==> config.mk <==
export PLATFORM = sky130hd
export DESIGN_NAME = chained_xor_byte_cipher_unit
export DESIGN_NICKNAME = d
export VERILOG_FILES = /design/src/hw/rtl/cxb_pkg.sv /design/src/hw/rtl/cxb_front.sv /design/src/hw/rtl/cxb_queue.sv /design/src/hw/rtl/cxb_back.sv /design/src/hw/rtl/chained_xor_byte_cipher_unit.sv
export SDC_FILE = /design/constraint.sdc
export NUM_CORES = 1
export LEC_CHECK = 0
export ABC_AREA = 1
export BUFFER_PORTS_ARGS = -buffer_cell sky130_fd_sc_hd__buf_2
export CORE_MARGIN = 2
export CORE_UTILIZATION = 30
export CTS_CLUSTER_DIAMETER = 40
export CTS_CLUSTER_SIZE = 30
export DETAILED_ROUTE_END_ITERATION = 8
export PLACE_DENSITY = 0.47
export SYNTH_ARGS = -nofsm -noshare
export SYNTH_HDL_FRONTEND = slang
export SYNTH_SLANG_ARGS = --single-unit
==> constraint.sdc <==
create_clock -name clk -period 4.4 [get_ports clk]
set_input_delay 0.44 -clock clk [delete_from_list [all_inputs] [get_ports clk]]
set_output_delay 0.44 -clock clk [all_outputs]
set_load 0.01 [all_outputs]
==> src/hw/rtl/cxb_pkg.sv <==
// shared types and constants of the chained xor byte cipher
package cxb_pkg;

	// modulus of the offset chain
	localparam int unsigned MOD_BASE = 255;

	// key bytes the design may use, and key bytes held in the registers
	localparam int unsigned KEY_BYTES     = 32;
	localparam int unsigned KEY_REG_BYTES = 32;
	localparam int unsigned KEY_CAP       = (KEY_BYTES < KEY_REG_BYTES) ? KEY_BYTES
		: KEY_REG_BYTES;

	// depth of the queue between front and back
	localparam int unsigned QUEUE_DEPTH_DEF = 4;

	// configuration register indexes
	typedef enum logic [2:0] {
		REG_DECRYPT_MODE = 3'd0,
		REG_KEY_LENGTH   = 3'd1,
		REG_START_OFFSET = 3'd2,
		REG_KEY_LOW      = 3'd3,
		REG_KEY_SECOND   = 3'd4,
		REG_KEY_THIRD    = 3'd5,
		REG_KEY_HIGH     = 3'd6
	} cxb_reg_t;

	// key bytes, byte 0 lowest
	typedef logic [KEY_REG_BYTES-1:0][7:0] cxb_key_t;

	// mode settings seen by the front
	typedef struct packed {
		logic       decrypt;
		logic [5:0] key_len;
		logic [7:0] start_offset;
	} cxb_cfg_t;

	// one queue entry: an optional header word and one data word
	typedef struct packed {
		logic       hdr;
		logic [7:0] hdr_byte;
		logic [7:0] data;
	} cxb_entry_t;

endpackage

==> src/hw/rtl/cxb_front.sv <==
// front: accepts input words, runs the offset chain and key position, queues results
module cxb_front (
	input  logic                clk,
	input  logic                arst_n,
	input  cxb_pkg::cxb_cfg_t   cfg,
	input  cxb_pkg::cxb_key_t   key,
	input  logic                in_valid,
	output logic                in_ready,
	input  logic [7:0]          data_byte,
	input  logic                message_start,
	output logic                push,
	output cxb_pkg::cxb_entry_t push_entry,
	input  logic                queue_ready
);
	import cxb_pkg::*;

	logic [7:0] offset_q;
	logic [4:0] pos_q;

	logic       accept;
	logic [5:0] len;
	logic       enc_start;
	logic [7:0] off_use;
	logic [4:0] pos_base;
	logic [4:0] pos;
	logic [7:0] kb;
	logic [5:0] pos_inc;
	logic [4:0] pos_next;
	logic [8:0] sum;
	logic [8:0] sum_mod;
	logic [7:0] enc_res;
	logic [7:0] t;
	logic [7:0] dec_res;
	logic [7:0] res;

	assign in_ready = queue_ready;
	assign accept   = in_valid && in_ready;

	// effective key length
	assign len = (cfg.key_len > 6'(KEY_CAP)) ? 6'(KEY_CAP) : cfg.key_len;

	// chain offset and key position for this word
	assign enc_start = !cfg.decrypt && message_start;
	assign off_use   = enc_start ? cfg.start_offset : offset_q;
	assign pos_base  = message_start ? 5'd0 : pos_q;
	assign pos       = ({1'b0, pos_base} < len) ? pos_base : 5'd0;
	assign kb        = key[pos];
	assign pos_inc   = {1'b0, pos} + 6'd1;
	assign pos_next  = (pos_inc < len) ? pos_inc[4:0] : 5'd0;

	// encrypt: add modulo 255, then xor key
	assign sum = {1'b0, data_byte} + {1'b0, off_use};
	always_comb begin
		priority if (sum >= 9'(2 * MOD_BASE)) begin
			sum_mod = sum - 9'(2 * MOD_BASE);
		end else if (sum >= 9'(MOD_BASE)) begin
			sum_mod = sum - 9'(MOD_BASE);
		end else begin
			sum_mod = sum;
		end
	end
	assign enc_res = sum_mod[7:0] ^ kb;

	// decrypt: xor key, then subtract offset modulo 255
	assign t       = data_byte ^ kb;
	assign dec_res = (t <= off_use) ? 8'(9'(MOD_BASE) + {1'b0, t} - {1'b0, off_use})
		: (t - off_use);

	assign res = cfg.decrypt ? dec_res : enc_res;

	// queue push: nothing for a zero key length or a decrypt header
	assign push                = accept && (len != 6'd0) && !(cfg.decrypt && message_start);
	assign push_entry.hdr      = enc_start;
	assign push_entry.hdr_byte = cfg.start_offset;
	assign push_entry.data     = res;

	// chain state
	always_ff @(posedge clk or negedge arst_n) begin
		if (!arst_n) begin
			offset_q <= 8'd0;
			pos_q    <= 5'd0;
		end else if (accept && (len != 6'd0)) begin
			if (cfg.decrypt && message_start) begin
				offset_q <= data_byte;
				pos_q    <= 5'd0;
			end else begin
				offset_q <= cfg.decrypt ? data_byte : enc_res;
				pos_q    <= pos_next;
			end
		end
	end

endmodule

==> src/hw/rtl/cxb_queue.sv <==
// short first-in first-out queue of result entries between front and back
module cxb_queue #(
	parameter int unsigned DEPTH = cxb_pkg::QUEUE_DEPTH_DEF
) (
	input  logic                clk,
	input  logic                arst_n,
	input  logic                push,
	input  cxb_pkg::cxb_entry_t push_entry,
	output logic                push_ready,
	input  logic                pop,
	output logic                pop_valid,
	output cxb_pkg::cxb_entry_t pop_entry
);
	import cxb_pkg::*;

	localparam int unsigned PW = (DEPTH > 1) ? $clog2(DEPTH) : 1;
	localparam int unsigned CW = $clog2(DEPTH + 1);

	cxb_entry_t      store_q [DEPTH];
	logic [PW-1:0]   wr_ptr_q;
	logic [PW-1:0]   rd_ptr_q;
	logic [CW-1:0]   count_q;

	assign push_ready = (count_q != CW'(DEPTH));
	assign pop_valid  = (count_q != '0);
	assign pop_entry  = store_q[rd_ptr_q];

	// entry storage
	always_ff @(posedge clk) begin
		if (push && push_ready) begin
			store_q[wr_ptr_q] <= push_entry;
		end
	end

	// pointers and fill count
	always_ff @(posedge clk or negedge arst_n) begin
		if (!arst_n) begin
			wr_ptr_q <= '0;
			rd_ptr_q <= '0;
			count_q  <= '0;
		end else begin
			if (push && push_ready) begin
				wr_ptr_q <= (wr_ptr_q == PW'(DEPTH - 1)) ? '0 : wr_ptr_q + 1'b1;
			end
			if (pop && pop_valid) begin
				rd_ptr_q <= (rd_ptr_q == PW'(DEPTH - 1)) ? '0 : rd_ptr_q + 1'b1;
			end
			unique case ({push && push_ready, pop && pop_valid})
				2'b10:   count_q <= count_q + 1'b1;
				2'b01:   count_q <= count_q - 1'b1;
				default: count_q <= count_q;
			endcase
		end
	end

endmodule

==> src/hw/rtl/cxb_back.sv <==
// back: splits queue entries into output words and holds the output register
module cxb_back (
	input  logic                clk,
	input  logic                arst_n,
	input  logic                entry_valid,
	input  cxb_pkg::cxb_entry_t entry,
	output logic                pop,
	output logic                out_valid,
	input  logic                out_ready,
	output logic [7:0]          out_byte,
	output logic                is_header,
	output logic                last
);
	import cxb_pkg::*;

	logic       out_valid_q;
	logic [7:0] out_byte_q;
	logic       is_header_q;
	logic       last_q;
	logic       pend_q;
	logic [7:0] pend_byte_q;
	logic       load;

	assign load      = !out_valid_q || out_ready;
	assign pop       = load && !pend_q && entry_valid;
	assign out_valid = out_valid_q;
	assign out_byte  = out_byte_q;
	assign is_header = is_header_q;
	assign last      = last_q;

	// output register control and pending data word after a header
	always_ff @(posedge clk or negedge arst_n) begin
		if (!arst_n) begin
			out_valid_q <= 1'b0;
			pend_q      <= 1'b0;
		end else if (load) begin
			priority if (pend_q) begin
				out_valid_q <= 1'b1;
				pend_q      <= 1'b0;
			end else if (entry_valid) begin
				out_valid_q <= 1'b1;
				pend_q      <= entry.hdr;
			end else begin
				out_valid_q <= 1'b0;
			end
		end
	end

	// output word payload
	always_ff @(posedge clk) begin
		if (load) begin
			priority if (pend_q) begin
				out_byte_q  <= pend_byte_q;
				is_header_q <= 1'b0;
				last_q      <= 1'b1;
			end else if (entry_valid) begin
				out_byte_q  <= entry.hdr ? entry.hdr_byte : entry.data;
				is_header_q <= entry.hdr;
				last_q      <= !entry.hdr;
				pend_byte_q <= entry.data;
			end
		end
	end

endmodule

==> src/hw/rtl/chained_xor_byte_cipher_unit.sv <==
// top level of the chained xor byte cipher with its configuration registers
//
// Byte-stream cipher with a chained offset and a cyclic key of up to 32 bytes.
// Input words arrive on s_axis (tdata: data byte, tuser: message start) and
// result words leave on m_axis (tdata: out byte, tuser: header flag, tlast:
// last word caused by the input word). Registers are written through the
// cfg port (index and 64-bit data, always ready); the user must write them
// only while the stream is idle, which the block does not enforce. An input
// word is taken every cycle while the result queue has room. A word passes
// through the result queue and the output register to m_axis. An encrypt
// message start gives two output words (header, then cipher byte), so the
// output side sets the rate there: one output word per cycle from the output
// register while m_axis is ready. A decrypt header or a zero key length gives
// no output word. When m_axis stalls, the output register holds its word and
// the queue of QUEUE_DEPTH entries fills; s_axis_tready drops once it is full.
// Reset clears the chain offset and key position, empties the queue and
// output register, and restores the registers: encrypt mode, key length 1,
// start offset 0 and an all-zero key.
module chained_xor_byte_cipher_unit #(
	parameter int unsigned QUEUE_DEPTH = cxb_pkg::QUEUE_DEPTH_DEF
) (
	input  logic        clk,
	input  logic        arst_n,
	input  logic        s_axis_tvalid,
	output logic        s_axis_tready,
	input  logic [7:0]  s_axis_tdata,   // [7:0] data_byte
	input  logic        s_axis_tuser,   // [0] message_start
	output logic        m_axis_tvalid,
	input  logic        m_axis_tready,
	output logic [7:0]  m_axis_tdata,   // [7:0] out_byte
	output logic        m_axis_tuser,   // [0] is_header
	output logic        m_axis_tlast,
	input  logic        cfg_valid,
	output logic        cfg_ready,
	input  logic [2:0]  cfg_index,
	input  logic [63:0] cfg_data
);
	import cxb_pkg::*;

	logic       decrypt_q;
	logic [5:0] key_len_q;
	logic [7:0] start_offset_q;
	logic [3:0][63:0] key_q;

	cxb_cfg_t   cfg;
	cxb_key_t   key;
	logic       push;
	cxb_entry_t push_entry;
	logic       queue_ready;
	logic       pop;
	logic       pop_valid;
	cxb_entry_t pop_entry;

	assign cfg_ready = 1'b1;

	// configuration registers
	always_ff @(posedge clk or negedge arst_n) begin
		if (!arst_n) begin
			decrypt_q      <= 1'b0;
			key_len_q      <= 6'd1;
			start_offset_q <= 8'd0;
			key_q          <= '0;
		end else if (cfg_valid && cfg_ready) begin
			unique case (cfg_index)
				REG_DECRYPT_MODE: decrypt_q      <= cfg_data[0];
				REG_KEY_LENGTH:   key_len_q      <= cfg_data[5:0];
				REG_START_OFFSET: start_offset_q <= cfg_data[7:0];
				REG_KEY_LOW:      key_q[0]       <= cfg_data;
				REG_KEY_SECOND:   key_q[1]       <= cfg_data;
				REG_KEY_THIRD:    key_q[2]       <= cfg_data;
				REG_KEY_HIGH:     key_q[3]       <= cfg_data;
				default:          decrypt_q      <= decrypt_q;
			endcase
		end
	end

	assign cfg.decrypt      = decrypt_q;
	assign cfg.key_len      = key_len_q;
	assign cfg.start_offset = start_offset_q;
	assign key              = key_q;

	cxb_front u_front (
		.clk           (clk),
		.arst_n        (arst_n),
		.cfg           (cfg),
		.key           (key),
		.in_valid      (s_axis_tvalid),
		.in_ready      (s_axis_tready),
		.data_byte     (s_axis_tdata),
		.message_start (s_axis_tuser),
		.push          (push),
		.push_entry    (push_entry),
		.queue_ready   (queue_ready)
	);

	cxb_queue #(
		.DEPTH (QUEUE_DEPTH)
	) u_queue (
		.clk        (clk),
		.arst_n     (arst_n),
		.push       (push),
		.push_entry (push_entry),
		.push_ready (queue_ready),
		.pop        (pop),
		.pop_valid  (pop_valid),
		.pop_entry  (pop_entry)
	);

	cxb_back u_back (
		.clk         (clk),
		.arst_n      (arst_n),
		.entry_valid (pop_valid),
		.entry       (pop_entry),
		.pop         (pop),
		.out_valid   (m_axis_tvalid),
		.out_ready   (m_axis_tready),
		.out_byte    (m_axis_tdata),
		.is_header   (m_axis_tuser),
		.last        (m_axis_tlast)
	);

endmodule

==> results list <==
- Run status: complete, but fails checks
- Failing checks: setup timing
- Number of nets with antenna violations after detailed routing: 0
- Count of buffers inserted at the top-level ports: 92
- Drt first-iter violations: 1,218
* Floorplan die height: 254 um
- After routing the design area is between 20,000 and 30,000 sq um.
- At the later pin of the worst-skew pair, clock insertion delay measures 0.62 ns.
- In this run the number of H-tree levels came out at 3.
* Crit path capture type: register
- Total leakage power: ~12 nW
- Drt first pass iters: 6
* Final min period: around 4.8 ns
- Via density per instance: between 5 and 6
- Synthesized area per cell: about 8.5 sq um
- Once placement completed, the tool counted placed cells totaling 3,203.
* Core region area: 61,800 sq um
- Post-detailed-route wirelength per cell: between 15 and 20 um
* Endpoint arrival time on the critical path: around 5.2 ns
- Largest fanout of any net on the critical path: 8
- Vias in the first global route: 17,672
- For this run, the slowest stage of the critical path takes just under 0.4 ns.
- First-pass GRT wire length: 106,000 um
- TritonCTS built the clock tree.
* Fraction of the core area covered by cells at the end of the flow: 0.428
- For this design the top-level I/O count stands at 94.
- Proportion of layout cells with a drive suffix above 1: 0.285
- Kind of cell adding the most delay to the critical path: simple AND/OR/NAND/NOR gates
- Synthesized netlist cell count: between 2,000 and 2,500
- STA puts the critical path data required time at 4.75 ns.
* Most frequent cell on the critical path: nand2_2
- Yosys mapped a number of flops with a built-in enable equal to 86.
* Maximum clock path buffer count: 3
- Relative to the synthesized area, the layout overhead comes to 40.8%.
- Number of failing setup endpoints in the final timing report: 34
- Clock-pin slew was measured on the worst setup and hold paths at ~0.060 ns.
- Root cell of the clock tree: clkbuf_16
- The max-slew violation count was 0.
- Total power per unit cell area: just over 700 nW/um^2
* Final clock period utilization by the worst path: 1.09
* Combined area of all synthesized cells: roughly 19,000 sq um
- In the synthesized netlist the dominant register cell turns out to be dfrtp_1.
- After layout, the worst setup slack is -0.407 ns.
- HPWL after DPL: roughly 46,000 um
- Setup repair after global routing missed its margin: yes
- Clock buffers created by TritonCTS: 77
* Post-placement cell area: between 20,000 and 25,000 sq um
* Drt drc: 0
- Initial Utilization: 0.304
- The number of hold violations in the final report came to 0.
- The floorplan step defined a die boundary enclosing about 65,000 sq um.
- Worst path bufs/invs: 5
- The floorplan has 91 rows.
- For this run, the total global-route usage over all layers was measured as 0.215.
- The worst setup path is of the register to register kind.
- Final net count: 2,660
- Headroom to the max-slew limit came out at 0.262.
* DR vias: ~17,000
- When the netlist entered floorplanning its net count stood at around 2,300.
* Sequential area share after synthesis: 0.527
- Weighted congestion at the end of routability-driven global placement: ~0.90
- Pin slew with the least headroom to its limit: about 1.1 ns
- Across the routed clock network, the largest skew measured is ~0.023 ns.
* Number of library cell types mapped by synthesis: 50
- VDD sags by at most 0.312 mV.
* Drt total wl: 68,300 um
- The number of antenna violations at the first check in global routing is 0.
- The worst hold path belongs to the class input pin to register.
- Sink Count: ~380
* Cell with the biggest individual delay on the critical path: dfrtp_1
- Die X: roughly 250 um
- Synthesis warning total: 0
- Number of max-cap violations: 0
- Before CTS, the worst setup slack after placement is -0.713 ns.
- Global route total overflow: 0
- STA classifies the critical path startpoint as a register.
- Entering global routing, the biggest net connects 99 pins.
- Proportion of register bits with asynchronous set or reset after synthesis: 0.773
* Synthesized flop and latch total: about 380
* Maximum clock frequency: 208 MHz
* Slack of the worst reg-to-reg path: -0.41 ns
- Excluding fillers, the count of instances in the completed layout stands at approximately 3,400.
-- per-stage QoR --
stage	total power, mW	TNS, ns	hold slack [ns]
2_1_floorplan	8.30	0	0.144
6_report	18.7	-10.36	0.124
4_1_cts	18.3	-5.84	0.0998
3_5_place_dp	11.1	-15.09	0.473
3_3_place_gp	11.0	-12.71	0.467
5_1_grt	19.9	-17.19	0.125
-- cells in the final DEF (no fill, tap or decap), types with 70 or more instances in the layout --
master and instances:
nand2_1 517, o21ai_0 324, dfrtp_1 292, buf_4 237, nand3_1 165, inv_1 148, nand4_1 125, nand3_2 96
buf_2 91, edfxtp_1 86, clkbuf_16 77, nor2_1 70
-- synth_stat cells, types with 2 or more instances --
cell      number  area (sq um)
nand3_4        2          35.0
xnor2_1        3          26.3
nand4_1      125           782
ha_1          36           450
mux2i_1        2          20.0
a21o_1         2          15.0
inv_2          9          33.8
and3_1         2          12.5
nor2_1        76           285
nand3_1      277          1390
edfxtp_1      86          2580
clkinv_1       4          15.0
o21ai_1        3          15.0
a31oi_1        3          18.8
nand3_2        4          40.0
nor2_2         3          18.8
inv_1        149           559
buf_1          5          18.8
or2_2          5          31.3
a32o_1         2          20.0
dfrtp_1      292          7310
o211ai_1       2          15.0
nor3_1         3          15.0
xor2_1        21           184
buf_4         10          75.1
a21oi_1       30           150
fa_1           4          80.1
o21ai_0      331          1660
nand2_1      563          2110
o22ai_1       17           106
clkbuf_1     103           387
buf_2         29           145
nand2_2        3          18.8
-- path summary, 6_finish.rpt --
path,from,to,cells after the start
worst max-delay path,key_len_q[2],u_queue.store_q[3][6],31
worst min-delay path,m_axis_tready,u_back.pend_q,4
worst min register to register,key[42],key[42],2
max in group asynchronous,arst_n,u_front.pos_q[1],3
worst max register to register,key_len_q[2],u_queue.store_q[3][6],31
min in group asynchronous,arst_n,key[228],2
-- registers in the layout, indices dropped and copies added (netlist names) --
name,cells
u_queue.wr_ptr_q,2
start_offset_q,8
u_back.out_byte,8
u_back.last,1
u_back.pend_q,1
u_queue.rd_ptr_q,2
key_len_q,6
decrypt_q,1
u_front.pos_q,5
u_back.is_header,1
u_queue.store_q,68
u_back.pend_byte_q,8
key,256
u_back.out_valid,1
u_front.offset_q,8
u_queue.count_q,3
-- kinds of logic (layout without fill, tap and decap cells) --
family,count (synthesis),count (layout),share of synthesized area
xor+xnor,26,26,0.0129
mux,2,2,0.00106
compound gates,398,398,0.110
fa+ha+maj,40,40,0.0282
flops,379,379,0.527
simple gates,1067,1067,0.254
buf+inv,310,689,0.0662
other cells,1,2,0.000199
-- final cells by class --
type	instances	area [sq um]
diodes	1	2.50
clock buffers	87	2030
clock inverters	55	825
fillers	6022	35300
inverters	162	619
multi-input cells	1534	8760
flip-flops and latches	379	9920
well taps	837	1050
repair buffers	385	3280
-- worst register-to-register path: cells and delay by family, from the launching register on --
family	cells	cell delay, ns
adder cells (fa/ha/maj)	2	0.47
multiplexers	1	0.31
AND/OR/NAND/NOR	17	1.69
XOR/XNOR	1	0.14
buffers and inverters	5	0.76
AO/OA/AOI/OAI	5	0.78
flip-flops	1	0.39
-- per-layer routing --
layer / global-route usage / up-vias / part of all wire
met5: 0 / - / 0
met4: 0.108 / 0 / 0.050
met3: 0.0332 / 165 / 0.045
met2: 0.358 / 512 / 0.48
met1: 0.272 / 8443 / 0.43
li1: - / 8235 / -
-- power breakdown --
group | switching, mW | internal (mW) | leakage, nW
clock network | 2.14 | 4.28 | 1.40
logic | 4.21 | 3.09 | 6.43
registers | 0.452 | 4.57 | 4.47
-- what timing repair did --
action,CTS,global route
cloned,6,0
gates resized for setup,150,116
hold endpoints to repair,93,0
endpoints found under the setup margin,32,34
hold buffers,1,0
pin swaps,41,60
setup buffers,67,23
(Power assumes the default switching activity.)
